==> src/rtl/core/hsfd_pkg.sv <==
// ----------------------------------------------------------------------------
// hsfd_pkg: shared types, constants and functions of the frame decoder
// Holds the CRC-8 byte update, the divide-by-65535 helper, the frame record
// passed from the front end to the back end, and the queue sizing.
// ----------------------------------------------------------------------------
package hsfd_pkg;

    // CRC-8 settings of the sensor reply.
    localparam logic [7:0] CRC_POLY = 8'h31;
    localparam logic [7:0] CRC_INIT = 8'hFF;

    // Scaling constants.
    localparam logic [14:0] TEMP_SPAN   = 15'd17500;
    localparam logic [13:0] HUM_SPAN    = 14'd10000;
    localparam logic [15:0] RAW_FULL    = 16'hFFFF;
    localparam logic signed [15:0] TEMP_OFFSET = -16'sd4500;

    // Byte positions inside one six-byte frame.
    localparam logic [2:0] POS_T_HI  = 3'd0;
    localparam logic [2:0] POS_T_LO  = 3'd1;
    localparam logic [2:0] POS_T_CRC = 3'd2;
    localparam logic [2:0] POS_H_HI  = 3'd3;
    localparam logic [2:0] POS_H_LO  = 3'd4;
    localparam logic [2:0] POS_H_CRC = 3'd5;

    // Frame status codes.
    localparam logic STATUS_OK  = 1'b0;
    localparam logic STATUS_ERR = 1'b1;

    // Queue between the front end and the back end.
    localparam int Q_DEPTH = 2;
    localparam int Q_AW    = $clog2(Q_DEPTH);
    localparam int Q_CW    = $clog2(Q_DEPTH + 1);

    // One complete frame, ready for scaling.
    typedef struct packed {
        logic [15:0] temp_word;
        logic [15:0] hum_word;
        logic        crc_err;
    } frame_t;

    // One byte of MSB-first CRC-8, no reflection, no final XOR.
    function automatic logic [7:0] crc8_byte(input logic [7:0] crc, input logic [7:0] b);
        logic [7:0] c;
        c = crc ^ b;
        for (int k = 0; k < 8; k++) begin
            if (c[7])
                c = {c[6:0], 1'b0} ^ CRC_POLY;
            else
                c = {c[6:0], 1'b0};
        end
        return c;
    endfunction

    // floor(x / 65535) for x below 65535 * 65536. The quotient estimate
    // x >> 16 is low by at most one; the remainder then stays below twice
    // the divisor, so one compare fixes it.
    function automatic logic [15:0] div_full(input logic [31:0] x);
        logic [15:0] q0;
        logic [16:0] r;
        q0 = x[31:16];
        r  = {1'b0, x[15:0]} + {1'b0, q0};
        if (r >= {1'b0, RAW_FULL})
            return q0 + 16'd1;
        else
            return q0;
    endfunction

endpackage

==> src/rtl/core/humidity_sensor_frame_decoder.sv <==
// ----------------------------------------------------------------------------
// humidity_sensor_frame_decoder: sensor reply decoder, top level
// Checks the two CRC-8 words of each six-byte reply and scales the raw
// temperature and humidity into hundredths.
// ----------------------------------------------------------------------------
// The block takes one reply byte per clock cycle on the input channel
// while tready is high and delivers one result word for every six bytes
// through the frame queue, the product stage and the output register.
// Input tready drops only when the two-entry frame queue is full, which
// happens only after the output side has stalled for about three frames;
// the frame queue lets new bytes in while a result waits. Input tuser
// marks the first byte of a frame and restarts the byte count; output
// tuser is the frame status (1 on a CRC mismatch, with both values zero).
module humidity_sensor_frame_decoder (
    input  logic        clk,
    input  logic        rst_n,
    input  logic        s_tvalid,
    output logic        s_tready,
    input  logic [7:0]  s_tdata,  // [7:0] rx_byte
    input  logic        s_tuser,  // [0] frame_start
    output logic        m_tvalid,
    input  logic        m_tready,
    output logic [31:0] m_tdata,  // [14:0] temperature_centi, [28:15] humidity_centi
    output logic        m_tuser   // [0] frame_status
);

    logic             byte_valid;
    logic             push;
    hsfd_pkg::frame_t push_data;
    logic             q_full;
    logic             q_not_empty;
    logic             q_pop;
    hsfd_pkg::frame_t q_data;
    logic [14:0]      temperature_centi;
    logic [13:0]      humidity_centi;
    logic             frame_status;

    assign s_tready   = !q_full;
    assign byte_valid = s_tvalid && s_tready;

    // Byte tracking and CRC check.
    hsfd_front u_front (
        .clk         (clk),
        .rst_n       (rst_n),
        .byte_valid  (byte_valid),
        .rx_byte     (s_tdata),
        .frame_start (s_tuser),
        .push        (push),
        .push_data   (push_data)
    );

    // Frame queue.
    hsfd_queue u_queue (
        .clk       (clk),
        .rst_n     (rst_n),
        .push      (push),
        .push_data (push_data),
        .pop       (q_pop),
        .full      (q_full),
        .not_empty (q_not_empty),
        .pop_data  (q_data)
    );

    // Scaling pipeline.
    hsfd_back u_back (
        .clk               (clk),
        .rst_n             (rst_n),
        .job_valid         (q_not_empty),
        .job               (q_data),
        .job_pop           (q_pop),
        .res_valid         (m_tvalid),
        .res_ready         (m_tready),
        .temperature_centi (temperature_centi),
        .humidity_centi    (humidity_centi),
        .frame_status      (frame_status)
    );

    assign m_tdata = {3'b000, humidity_centi, temperature_centi};
    assign m_tuser = frame_status;

    // An error result carries zero values.
    a_err_zero: assert property (@(posedge clk) disable iff (!rst_n)
        (m_tvalid && m_tuser) |-> m_tdata == 32'd0)
        else $error("error result with nonzero values");

    // Temperature stays within the sensor span.
    a_temp_range: assert property (@(posedge clk) disable iff (!rst_n)
        (m_tvalid && !m_tuser) |->
            ($signed(m_tdata[14:0]) >= -15'sd4500 && $signed(m_tdata[14:0]) <= 15'sd13000))
        else $error("temperature out of range");

    // Humidity stays within the sensor span; the pad bits stay zero.
    a_hum_range: assert property (@(posedge clk) disable iff (!rst_n)
        m_tvalid |-> (m_tdata[28:15] <= 14'd10000 && m_tdata[31:29] == 3'b000))
        else $error("humidity out of range");

endmodule

==> src/rtl/core/hsfd_front.sv <==
// ----------------------------------------------------------------------------
// hsfd_front: byte tracker and CRC checker
// Follows the byte position, runs the CRC of each two-byte word, assembles
// the raw words and hands a frame record over after the sixth byte.
// ----------------------------------------------------------------------------
module hsfd_front (
    input  logic            clk,
    input  logic            rst_n,
    input  logic            byte_valid,
    input  logic [7:0]      rx_byte,
    input  logic            frame_start,
    output logic            push,
    output hsfd_pkg::frame_t push_data
);

    logic [2:0]  pos_reg, pos_next;
    logic [7:0]  crc_reg, crc_next;
    logic [15:0] tword_reg, tword_next;
    logic        tgood_reg, tgood_next;
    logic [15:0] hword_reg, hword_next;
    logic [2:0]  pos_eff;
    logic [7:0]  crc_eff;
    logic [7:0]  crc_upd;
    logic        hgood;

    // A start flag or an unused position restarts the frame.
    always_comb
    begin
        pos_eff = pos_reg;
        crc_eff = crc_reg;
        if (frame_start || pos_reg > hsfd_pkg::POS_H_CRC)
        begin
            pos_eff = hsfd_pkg::POS_T_HI;
            crc_eff = hsfd_pkg::CRC_INIT;
        end
    end

    assign crc_upd = hsfd_pkg::crc8_byte(crc_eff, rx_byte);
    assign hgood   = (crc_eff == rx_byte);

    // Next state for one accepted byte.
    always_comb
    begin
        pos_next   = pos_reg;
        crc_next   = crc_reg;
        tword_next = tword_reg;
        tgood_next = tgood_reg;
        hword_next = hword_reg;
        push       = 1'b0;
        if (byte_valid)
        begin
            case (pos_eff)
                hsfd_pkg::POS_T_HI:
                begin
                    crc_next   = crc_upd;
                    tword_next = {rx_byte, 8'h00};
                    pos_next   = hsfd_pkg::POS_T_LO;
                end
                hsfd_pkg::POS_T_LO:
                begin
                    crc_next   = crc_upd;
                    tword_next = {tword_reg[15:8], rx_byte};
                    pos_next   = hsfd_pkg::POS_T_CRC;
                end
                hsfd_pkg::POS_T_CRC:
                begin
                    tgood_next = (crc_eff == rx_byte);
                    crc_next   = hsfd_pkg::CRC_INIT;
                    pos_next   = hsfd_pkg::POS_H_HI;
                end
                hsfd_pkg::POS_H_HI:
                begin
                    crc_next   = crc_upd;
                    hword_next = {rx_byte, 8'h00};
                    pos_next   = hsfd_pkg::POS_H_LO;
                end
                hsfd_pkg::POS_H_LO:
                begin
                    crc_next   = crc_upd;
                    hword_next = {hword_reg[15:8], rx_byte};
                    pos_next   = hsfd_pkg::POS_H_CRC;
                end
                default:
                begin
                    crc_next = hsfd_pkg::CRC_INIT;
                    pos_next = hsfd_pkg::POS_T_HI;
                    push     = 1'b1;
                end
            endcase
        end
    end

    // Frame record for the queue.
    always_comb
    begin
        push_data.temp_word = tword_reg;
        push_data.hum_word  = hword_reg;
        push_data.crc_err   = !(tgood_reg && hgood);
    end

    // State registers.
    always_ff @(posedge clk or negedge rst_n)
    begin
        if (!rst_n)
        begin
            pos_reg   <= hsfd_pkg::POS_T_HI;
            crc_reg   <= hsfd_pkg::CRC_INIT;
            tword_reg <= '0;
            tgood_reg <= 1'b0;
            hword_reg <= '0;
        end
        else
        begin
            pos_reg   <= pos_next;
            crc_reg   <= crc_next;
            tword_reg <= tword_next;
            tgood_reg <= tgood_next;
            hword_reg <= hword_next;
        end
    end

endmodule

==> src/rtl/core/hsfd_queue.sv <==
// ----------------------------------------------------------------------------
// hsfd_queue: small frame queue
// Holds finished frame records so the front end and the back end stall
// independently of each other.
// ----------------------------------------------------------------------------
module hsfd_queue (
    input  logic             clk,
    input  logic             rst_n,
    input  logic             push,
    input  hsfd_pkg::frame_t push_data,
    input  logic             pop,
    output logic             full,
    output logic             not_empty,
    output hsfd_pkg::frame_t pop_data
);

    hsfd_pkg::frame_t mem [hsfd_pkg::Q_DEPTH];
    logic [hsfd_pkg::Q_AW-1:0] wr_ptr_reg, rd_ptr_reg;
    logic [hsfd_pkg::Q_CW-1:0] count_reg, count_next;
    logic do_push, do_pop;

    assign full      = (count_reg == hsfd_pkg::Q_CW'(hsfd_pkg::Q_DEPTH));
    assign not_empty = (count_reg != '0);
    assign do_push   = push && !full;
    assign do_pop    = pop && not_empty;
    assign pop_data  = mem[rd_ptr_reg];

    // Occupancy update.
    always_comb
    begin
        count_next = count_reg;
        if (do_push && !do_pop)
            count_next = count_reg + 1'b1;
        else if (do_pop && !do_push)
            count_next = count_reg - 1'b1;
    end

    // Storage write.
    always_ff @(posedge clk)
    begin
        if (do_push)
            mem[wr_ptr_reg] <= push_data;
    end

    // Pointers and count.
    always_ff @(posedge clk or negedge rst_n)
    begin
        if (!rst_n)
        begin
            wr_ptr_reg <= '0;
            rd_ptr_reg <= '0;
            count_reg  <= '0;
        end
        else
        begin
            if (do_push)
                wr_ptr_reg <= (wr_ptr_reg == hsfd_pkg::Q_AW'(hsfd_pkg::Q_DEPTH - 1)) ?
                              '0 : wr_ptr_reg + 1'b1;
            if (do_pop)
                rd_ptr_reg <= (rd_ptr_reg == hsfd_pkg::Q_AW'(hsfd_pkg::Q_DEPTH - 1)) ?
                              '0 : rd_ptr_reg + 1'b1;
            count_reg <= count_next;
        end
    end

    // A frame arriving at a full queue would be lost.
    a_no_push_full: assert property (@(posedge clk) disable iff (!rst_n)
        !(push && full))
        else $error("frame pushed into a full queue");

    // The count steps up by one on a push without a pop.
    a_count_step: assert property (@(posedge clk) disable iff (!rst_n)
        (do_push && !do_pop) |=> count_reg == $past(count_reg) + 1'b1)
        else $error("queue count did not follow a push");

endmodule

==> src/rtl/core/hsfd_back.sv <==
// ----------------------------------------------------------------------------
// hsfd_back: scaling pipeline
// Stage one multiplies the raw words by their spans, stage two divides by
// the full-scale value, adds the temperature offset and holds the result
// word for the output channel.
// ----------------------------------------------------------------------------
module hsfd_back (
    input  logic             clk,
    input  logic             rst_n,
    input  logic             job_valid,
    input  hsfd_pkg::frame_t job,
    output logic             job_pop,
    output logic             res_valid,
    input  logic             res_ready,
    output logic [14:0]      temperature_centi,
    output logic [13:0]      humidity_centi,
    output logic             frame_status
);

    logic        s1_valid_reg;
    logic [30:0] s1_tprod_reg;
    logic [29:0] s1_hprod_reg;
    logic        s1_err_reg;
    logic        out_valid_reg;
    logic [14:0] temp_reg;
    logic [13:0] hum_reg;
    logic        status_reg;
    logic        out_free;
    logic        s1_take;
    logic [15:0] temp_q;
    logic [15:0] hum_q;
    logic signed [15:0] temp_val;

    // Pipeline flow: the output register frees when its word is taken.
    assign out_free = !out_valid_reg || res_ready;
    assign s1_take  = !s1_valid_reg || out_free;
    assign job_pop  = job_valid && s1_take;

    // Stage two arithmetic.
    assign temp_q   = hsfd_pkg::div_full({1'b0, s1_tprod_reg});
    assign hum_q    = hsfd_pkg::div_full({2'b00, s1_hprod_reg});
    assign temp_val = $signed(temp_q) + hsfd_pkg::TEMP_OFFSET;

    // Stage one: products.
    always_ff @(posedge clk)
    begin
        if (job_pop)
        begin
            s1_tprod_reg <= 31'(job.temp_word) * 31'(hsfd_pkg::TEMP_SPAN);
            s1_hprod_reg <= 30'(job.hum_word) * 30'(hsfd_pkg::HUM_SPAN);
            s1_err_reg   <= job.crc_err;
        end
    end

    // Stage two: result word, zeroed on a checksum mismatch.
    always_ff @(posedge clk)
    begin
        if (s1_valid_reg && out_free)
        begin
            if (s1_err_reg)
            begin
                temp_reg   <= '0;
                hum_reg    <= '0;
                status_reg <= hsfd_pkg::STATUS_ERR;
            end
            else
            begin
                temp_reg   <= temp_val[14:0];
                hum_reg    <= hum_q[13:0];
                status_reg <= hsfd_pkg::STATUS_OK;
            end
        end
    end

    // Valid flags.
    always_ff @(posedge clk or negedge rst_n)
    begin
        if (!rst_n)
        begin
            s1_valid_reg  <= 1'b0;
            out_valid_reg <= 1'b0;
        end
        else
        begin
            if (s1_take)
                s1_valid_reg <= job_pop;
            if (out_free)
                out_valid_reg <= s1_valid_reg;
        end
    end

    assign res_valid         = out_valid_reg;
    assign temperature_centi = temp_reg;
    assign humidity_centi    = hum_reg;
    assign frame_status      = status_reg;

endmodule

==> config.mk <==
export PLATFORM = sky130hd
export DESIGN_NAME = humidity_sensor_frame_decoder
export DESIGN_NICKNAME = d
export VERILOG_FILES = /design/src/rtl/core/hsfd_pkg.sv /design/src/rtl/core/humidity_sensor_frame_decoder.sv /design/src/rtl/core/hsfd_front.sv /design/src/rtl/core/hsfd_queue.sv /design/src/rtl/core/hsfd_back.sv
export SDC_FILE = /design/constraint.sdc
export NUM_CORES = 1
export LEC_CHECK = 0
export ABC_AREA = 1
export BUFFER_PORTS_ARGS = -buffer_cell sky130_fd_sc_hd__buf_2
export CAP_MARGIN = 20
export CORE_ASPECT_RATIO = 1.2
export CORE_MARGIN = 4
export CORE_UTILIZATION = 38
export DETAILED_ROUTE_END_ITERATION = 6
export GPL_TIMING_DRIVEN = 1
export PLACE_DENSITY_LB_ADDON = 0.2
export REMOVE_ABC_BUFFERS = 1
export SETUP_SLACK_MARGIN = 0.02
export SYNTH_ARGS = -nofsm -noshare
export SYNTH_HDL_FRONTEND = slang
export SYNTH_SLANG_ARGS = --single-unit
==> constraint.sdc <==
create_clock -name clk -period 11.07 [get_ports clk]
set_clock_uncertainty 0.05 [all_clocks]
set_input_delay 3.321 -clock clk [delete_from_list [all_inputs] [get_ports clk]]
set_output_delay 3.321 -clock clk [all_outputs]
set_load 0.02 [all_outputs]
==> results.md <==
- CTS tree: built
- Placed Area: 16500 um^2
- Yosys warnings: 0
- Syn Std Cell Area: 15600 um^2
- Post-DR wirelength/cell: 13.6 um
- Htree depth: 1
- Outcome: finished, final reports clean
- Post-DRT Antenna Nets: 0
- Maximum fanout along the worst path: 34
- Reg clk slew, reported paths: 0.06 ns
- Max-slew violations: 0
- Clock Path Buffers: 3
- Count of cell types in the netlist: 52
- WP data arrival: 6.79 ns
- FP Rows: 81
- Width of the die: 193 um
- Post-DP HPWL: 25.3 mm
- R2R depth: 24
- Final min period: 6.55 ns
- Chip Height: 230 um
- Sequential area share after synthesis: 0.373
- Setup_tns: 0 ns
- First-pass GRT wire length: 53.1 mm
- Synth top area share: 0.292
- Buffers on Ports: 44
- Pre-CTS WS: 4.46 ns
- Via count: 10757
- Die area: 44500 um^2
- WL met2: 15.4 mm
- Initial DRT Pass Iterations: 7
- FFs w/ async S/R, synth: 0.248
- Critical Path RT: 11.31 ns
- Fmax: 0.153 GHz
- Clock sinks: 202
- PostCTS Resize Cnt: 0
- Tcrit/Tclk final: 0.592
- CP Launch Type: flip-flop
- GRT Total Usage: 0.145
- Largest net degree at the start of global routing: 57
- Wl on met1: 14.0 mm
- Top layer in use: met4
- Final Hold Vio Count: 0
- GPL Wtd Cong: 0.904
- Max FFs per register: 66
- Fin Hold WS: 0.420 ns
- Ratio of cells with drive above 1 in the final layout: 0.0903
- Post-synth EDFFs: 152
- Hold buffer count at CTS: 0
- Syn avg cell area: 9.27 um^2
- CTS root buffer: clkbuf_16
- Initial antenna violation count: 0
- Maximum Capacitance Violations: 0
- Setup Viol. Count Final: 0
- Area Overhead vs Synth: 10.8%
- Crit Path Class: flip-flop to flip-flop
- Main synth FF type: edfxtp_1
- Leading area contributor after synthesis: edfxtp_1
- Wirelength, routed: 31.4 mm
- Setup crit end kind: flip-flop
- #FFs+latches synth: 202
- Commonest non-fill, non-tap cell in the layout: inv_1
- # diodes: 0
- Clk Latency, worst-skew pair: 0.54 ns
- Vias in the first global route: 10799
- Drt initial violations: 447
- Syn Inst Count: 1686
- Num CTS Buffers: 23
- DRC: 0
- Hold/Removal Path Class: flip-flop to flip-flop
- Max_slew headroom: 0.380
- Hold Crit Depth: 0
- Post-route design area: 17300 um^2
- Starting density of the core: 0.384
- Synth top area cells: edfxtp_1, ha_1, fa_1
- Vias per cell: 4.68
- Worst-margin pin slew: 0.920 ns
- Number of post-CTS setup repair buffers: 0
- Final nets: 2033
- Setup ws final: 4.52 ns
- DR WL met3: 1.22 mm
- # IOs: 48
- RSZ-0062 raised after global routing: no
- Total grt overflow: 0
- CORE AREA: 40700 um^2
- Most frequent cells in the layout: inv_1, nand2_1, ha_1, edfxtp_1, o21ai_0
[per-stage QoR]
stage,util,instances
after floorplan,-,1667
after global placement,0.404,2255
after detailed placement,0.405,2256
after CTS,0.424,2298
after global routing,0.425,2300
final,0.425,2300
[layer usage]
metal,vias to the layer above,global-route usage
met5,-,0
met4,0,0.0407
met3,45,0.0202
met2,165,0.250
met1,4948,0.190
li1,5599,-
[cell type report]
class / instances / area, um^2
clock buffer: 24 / 589
clock inverter: 18 / 205
fill: 3991 / 23400
inverter: 345 / 1290
multi-input combinational: 1120 / 8420
sequential: 202 / 5830
tap: 539 / 674
timing repair buffer: 52 / 305
[cells by family after synthesis]
| logic type | after synthesis | share of synthesized area |
|---|---|---|
| flops | 202 | 0.373 |
| compound gates | 218 | 0.0761 |
| buf+inv | 366 | 0.0904 |
| simple gates | 536 | 0.152 |
| xor+xnor | 87 | 0.0487 |
| fa+ha+maj | 276 | 0.260 |
| other cells | 1 | 0.000240 |
[synthesized netlist by cell type (3+ instances only)]
library cell  instances
ha_1                194
o211ai_1              3
xnor2_1              31
edfxtp_1            152
nor2_2                3
dfrtp_1              42
nand2_1             288
nor2_1               87
o21a_1                4
nor3_1               18
o221ai_1              3
o21ai_1               5
nand4_1              14
a21oi_1              86
o21ai_0              87
or2_2                23
nor4_1                3
a21o_1                3
inv_1               335
a21boi_0              4
nand3b_1              5
dfstp_2               8
xor2_1               56
nand3_1              74
buf_4                 5
fa_1                 82
clkbuf_1             13
o22ai_1              12
nand2_2              11
a31oi_1               3
inv_2                 8
[worst paths after layout]
check                                     startpoint                       to  slack (ns)
worst max-delay path              u_queue.rd_ptr_reg  u_back.s1_hprod_reg[29]        4.52
worst min-delay path            u_front.tword_reg[6]       u_queue.mem[1][23]        0.42
worst max register to register    u_queue.rd_ptr_reg  u_back.s1_hprod_reg[29]        4.52
worst min register to register  u_front.tword_reg[6]       u_queue.mem[1][23]        0.42
max in group asynchronous                      rst_n    u_front.tword_reg[11]        7.71
min in group asynchronous                      rst_n         u_back.res_valid        2.82
[worst max-delay path, cell delays in order (launching register included)]
cell and delay, ns:
dfrtp_1 0.35, buf_4 0.23, inv_1 0.68, or2_2 0.22, o21ai_0 0.25, fa_1 0.61
inv_1 0.04, ha_1 0.26, inv_1 0.05, fa_1 0.53, inv_1 0.04, ha_1 0.30
fa_1 0.46, ha_1 0.36, a21o_1 0.17, a21oi_1 0.20, o21ai_1 0.12, a21boi_0 0.29
o21ai_1 0.14, a21boi_0 0.30, o21ai_1 0.14, a21oi_1 0.27, o21ai_1 0.09, nand2_1 0.06
nand2_1 0.05
Power is left out: the tool's default activity adds up to more than one toggle a clock period on the data nets, which glitch-free logic cannot reach.
